==> config.mk <==
export PLATFORM = sky130hd
export DESIGN_NAME = bto_mul
export DESIGN_NICKNAME = d
export VERILOG_FILES = /design/src/hw/rtl/bto_mul.sv
export SDC_FILE = /design/constraint.sdc
export NUM_CORES = 2
export LEC_CHECK = 0
export CAP_MARGIN = 20
export CORE_AREA = 2 2 281 283
export CTS_CLUSTER_DIAMETER = 50
export CTS_CLUSTER_SIZE = 10
export DETAILED_ROUTE_END_ITERATION = 8
export DIE_AREA = 0 0 283 285
export DONT_BUFFER_PORTS = 1
export GPL_ROUTABILITY_DRIVEN = 1
export HOLD_SLACK_MARGIN = 0.02
export SYNTH_ARGS = -nofsm -noshare
export SYNTH_HDL_FRONTEND = slang
export SYNTH_SLANG_ARGS = --single-unit
==> constraint.sdc <==
create_clock -name clk -period 7.8 [get_ports clk]
set_input_delay 1.56 -clock clk [delete_from_list [all_inputs] [get_ports clk]]
set_output_delay 1.56 -clock clk [all_outputs]
set_load 0.01 [all_outputs]
==> src/hw/rtl/bto_mul.sv <==
// ----------------------------------------------------------------------------
// bto_mul
// Shared 32x32 unsigned multiplier with a registered product.
// ----------------------------------------------------------------------------
module bto_mul (
    input  logic        clk,
    input  logic [31:0] op_a,
    input  logic [31:0] op_b,
    output logic [63:0] prod_reg
);

    logic [63:0] prod_next;

    assign prod_next = {32'd0, op_a} * {32'd0, op_b};

    always_ff @(posedge clk)
    begin
        prod_reg <= prod_next;
    end

endmodule

==> run summary <==
status: finished, violations left
failing checks: setup timing
clock root buffer: clkbuf_16
worst setup margin: -0.169 ns
Post-Synthesis Cells: 3758
Clock transition at path regs: 0.06 ns
Worst-Margin Slew: 0.542 ns
register area: 1280 µm²
Max-cap violations: 0
die height: 285 µm
Worst setup SP type: primary input
RSZ-0062 raised after global routing: true
Starting Density: 44.4%
final period utilization: 102%
Post-synth EDFFs: 0
top post-synthesis cells by area: fa_1, and2_1, ha_1
core footprint: 78000 µm²
layout cell share with drive strength beyond 1: 7.31%
Most used DFF post-synth: dfxtp_1
routed length on met2: 51700 µm
CP max FO: 32
max FFs per register: 64
Top Metal Used: met4
max-slew violations: 0
top cell type's share of synthesized area: 51.8%
TritonCTS clock tree: done
number of CTS-inserted buffers: 9
Die ar.: 80700 µm²
Post-Syn Nets: 4982
FP Rows: 103
Cell Area, Synth: 34600 µm²
Die W: 283 µm
Final Hold Viols: 0
data arrival time of the worst path: 8.22 ns
RD Place Congestion: 0.877
routed vias: 24500
antenna viol nets, final: 0
drc violations: 0
kind of critical path: in -> reg
Detailed Route WL: 95800 µm
fmax: 125 MHz
global-route wire length before repair: 154000 µm
Ys Warns: 0
M1 WL: 36100 µm
DRT iter0 DRCs: 1166
synthesized flop and latch total: 64
initial antenna violation count: 1
Seq/Total Area, Yosys: 3.70%
worst rel slew slack: 63.6%
count of cell types in the netlist: 56
area leader, netlist: fa_1
GRT overflow: 0
Req. time, crit path: 8.05 ns
IO buf count: 0
via/cell ratio: 5.16
Area Growth Syn to Fin: 7.18%
# fillers: 7509
hpwl dp: 76600 µm
fin util: 47.6%
share of synthesized registers carrying an async set or reset: 0%
IO Pins: 129
vias in the first global route: 27000
endpoints failing setup: 9
H-tree lvl count: 3
Final #Nets: 4915
clk sink count: 64
Hold Crit Class: in -> reg
Syn Area/Cell: 9.21 µm²
Cells after DPL: 4718
WL met3: 4130 µm
critical path endpoint category: flop
multi-input logic area: 29800 µm²
largest net degree at the start of global routing: 33
Tmin final: 7.97 ns
post-DR wirelength/cell: 20.2 µm
Total GRT Usage: 24.7%
TritonRoute pass-1 iters: 5
Layout Cells excl Fill: 4747
maximum buffer depth of the clock tree: 2
cell usage in the layout, fill, tap and decap left out, types with 3 or more instances in the layout:
cell / count
a31oi_1: 9
a31oi_4: 3
nand2_2: 3
a21oi_4: 5
o21bai_1: 10
a211oi_1: 3
nand4_1: 24
and3_1: 14
o211ai_1: 3
a21o_1: 37
buf_6: 7
bufinv_16: 3
nor3_1: 4
inv_2: 7
o21ai_0: 24
nand2_1: 473
a221o_1: 4
clkbuf_16: 9
a21oi_2: 12
fa_2: 19
and4_1: 4
o21a_1: 8
dfxtp_1: 64
a21oi_1: 53
nor2_1: 19
and2_4: 11
fa_1: 877
xnor2_1: 32
ha_1: 248
o21ai_1: 4
xor2_1: 26
and2_1: 592
inv_1: 856
ha_4: 15
nand3_1: 12
buf_4: 142
or3_1: 4
logic make-up after synthesis:
logic type,share of synthesized area (%)
AOI/OAI and AO/OA,3.92
DFF,3.70
and+or+nand+nor,17.7
adders and majority gates,61.3
xor gates and xnor gates,1.49
muxes,0.0289
buffers and inverters,11.9
area by class of cell:
class                   count  area share (%)
clock inverters             6           0.310
inverters                 863            8.73
well taps                1050            3.54
diodes                      1         0.00674
flip-flops and latches     64            3.45
clock buffers              10           0.644
repair buffers            149            3.08
multi-input cells        2604            80.2
worst paths after layout:
path / startpoint / to / slack, ns / cells after the start
hold / removal: op_b[0] / prod_reg[0] / 1.36 / 1
setup / recovery: op_a[16] / prod_reg[40] / -0.17 / 24
worst max-delay path, stage by stage:
cell and delay [ns]:
and2_4 0.16, fa_1 0.55, inv_2 0.04, fa_1 0.52, inv_1 0.05, fa_1 0.49
fa_2 0.48, fa_2 0.64, fa_1 0.42, fa_1 0.51, inv_1 0.05, fa_1 0.49
inv_2 0.05, ha_4 0.26, nand4_1 0.18, or4_4 0.47, or3_4 0.37, a31oi_4 0.17
buf_6 0.15, buf_4 0.11, buf_6 0.09, nand2b_4 0.13, buf_6 0.09, xor2_1 0.15
cells in the mapped netlist (3+ instances only):
cell type,count
ha_1,263
o211ai_1,3
a21boi_0,3
xor2_1,26
o221ai_1,3
and2_1,603
buf_2,9
a221o_1,4
a21o_1,37
nand2_1,478
inv_1,863
nor2_1,21
a31oi_1,11
or4_1,3
o21ai_0,28
and3_1,14
and4_1,4
o21bai_1,10
a21oi_1,68
nand3_1,12
o21a_1,8
a311oi_1,3
nor3_1,5
fa_1,896
nand4_1,24
clkbuf_1,215
dfxtp_1,64
a211oi_1,4
or3_1,5
xnor2_1,33
or2_2,3
per-layer routing:
| metal | vias up | GRT usage, % |
|---|---|---|
| met4 | 0 | 8.56 |
| met1 | 12900 | 29.8 |
| li1 | 10700 | - |
| met3 | 174 | 2.66 |
| met5 | - | 0 |
| met2 | 674 | 45.6 |
per-stage QoR:
| step | setup slack, ns | hold slack (ns) | TNS, ns | area, µm² |
|---|---|---|---|---|
| after floorplan | -0.270 | 1.69 | -1.30 | 35000 |
| after global placement | -0.582 | 1.69 | -9.47 | 36200 |
| after CTS | -0.0813 | 1.34 | -0.145 | 36900 |
| after global routing | -0.295 | 1.34 | -2.67 | 37100 |
| after detailed placement | -0.649 | 1.70 | -10.49 | 36200 |
| final | -0.169 | 1.36 | -1.01 | 37100 |
what timing repair did:
item,CTS,global route
buffers inserted,6,6
endpoints found under the hold margin,0,0
pin swaps,32,23
resized for setup,47,44
hold buffers,0,0
endpoints found under the setup margin,19,19
Power is left out: the tool's default activity adds up to more than one toggle a clock period on the data nets, which glitch-free logic cannot reach.
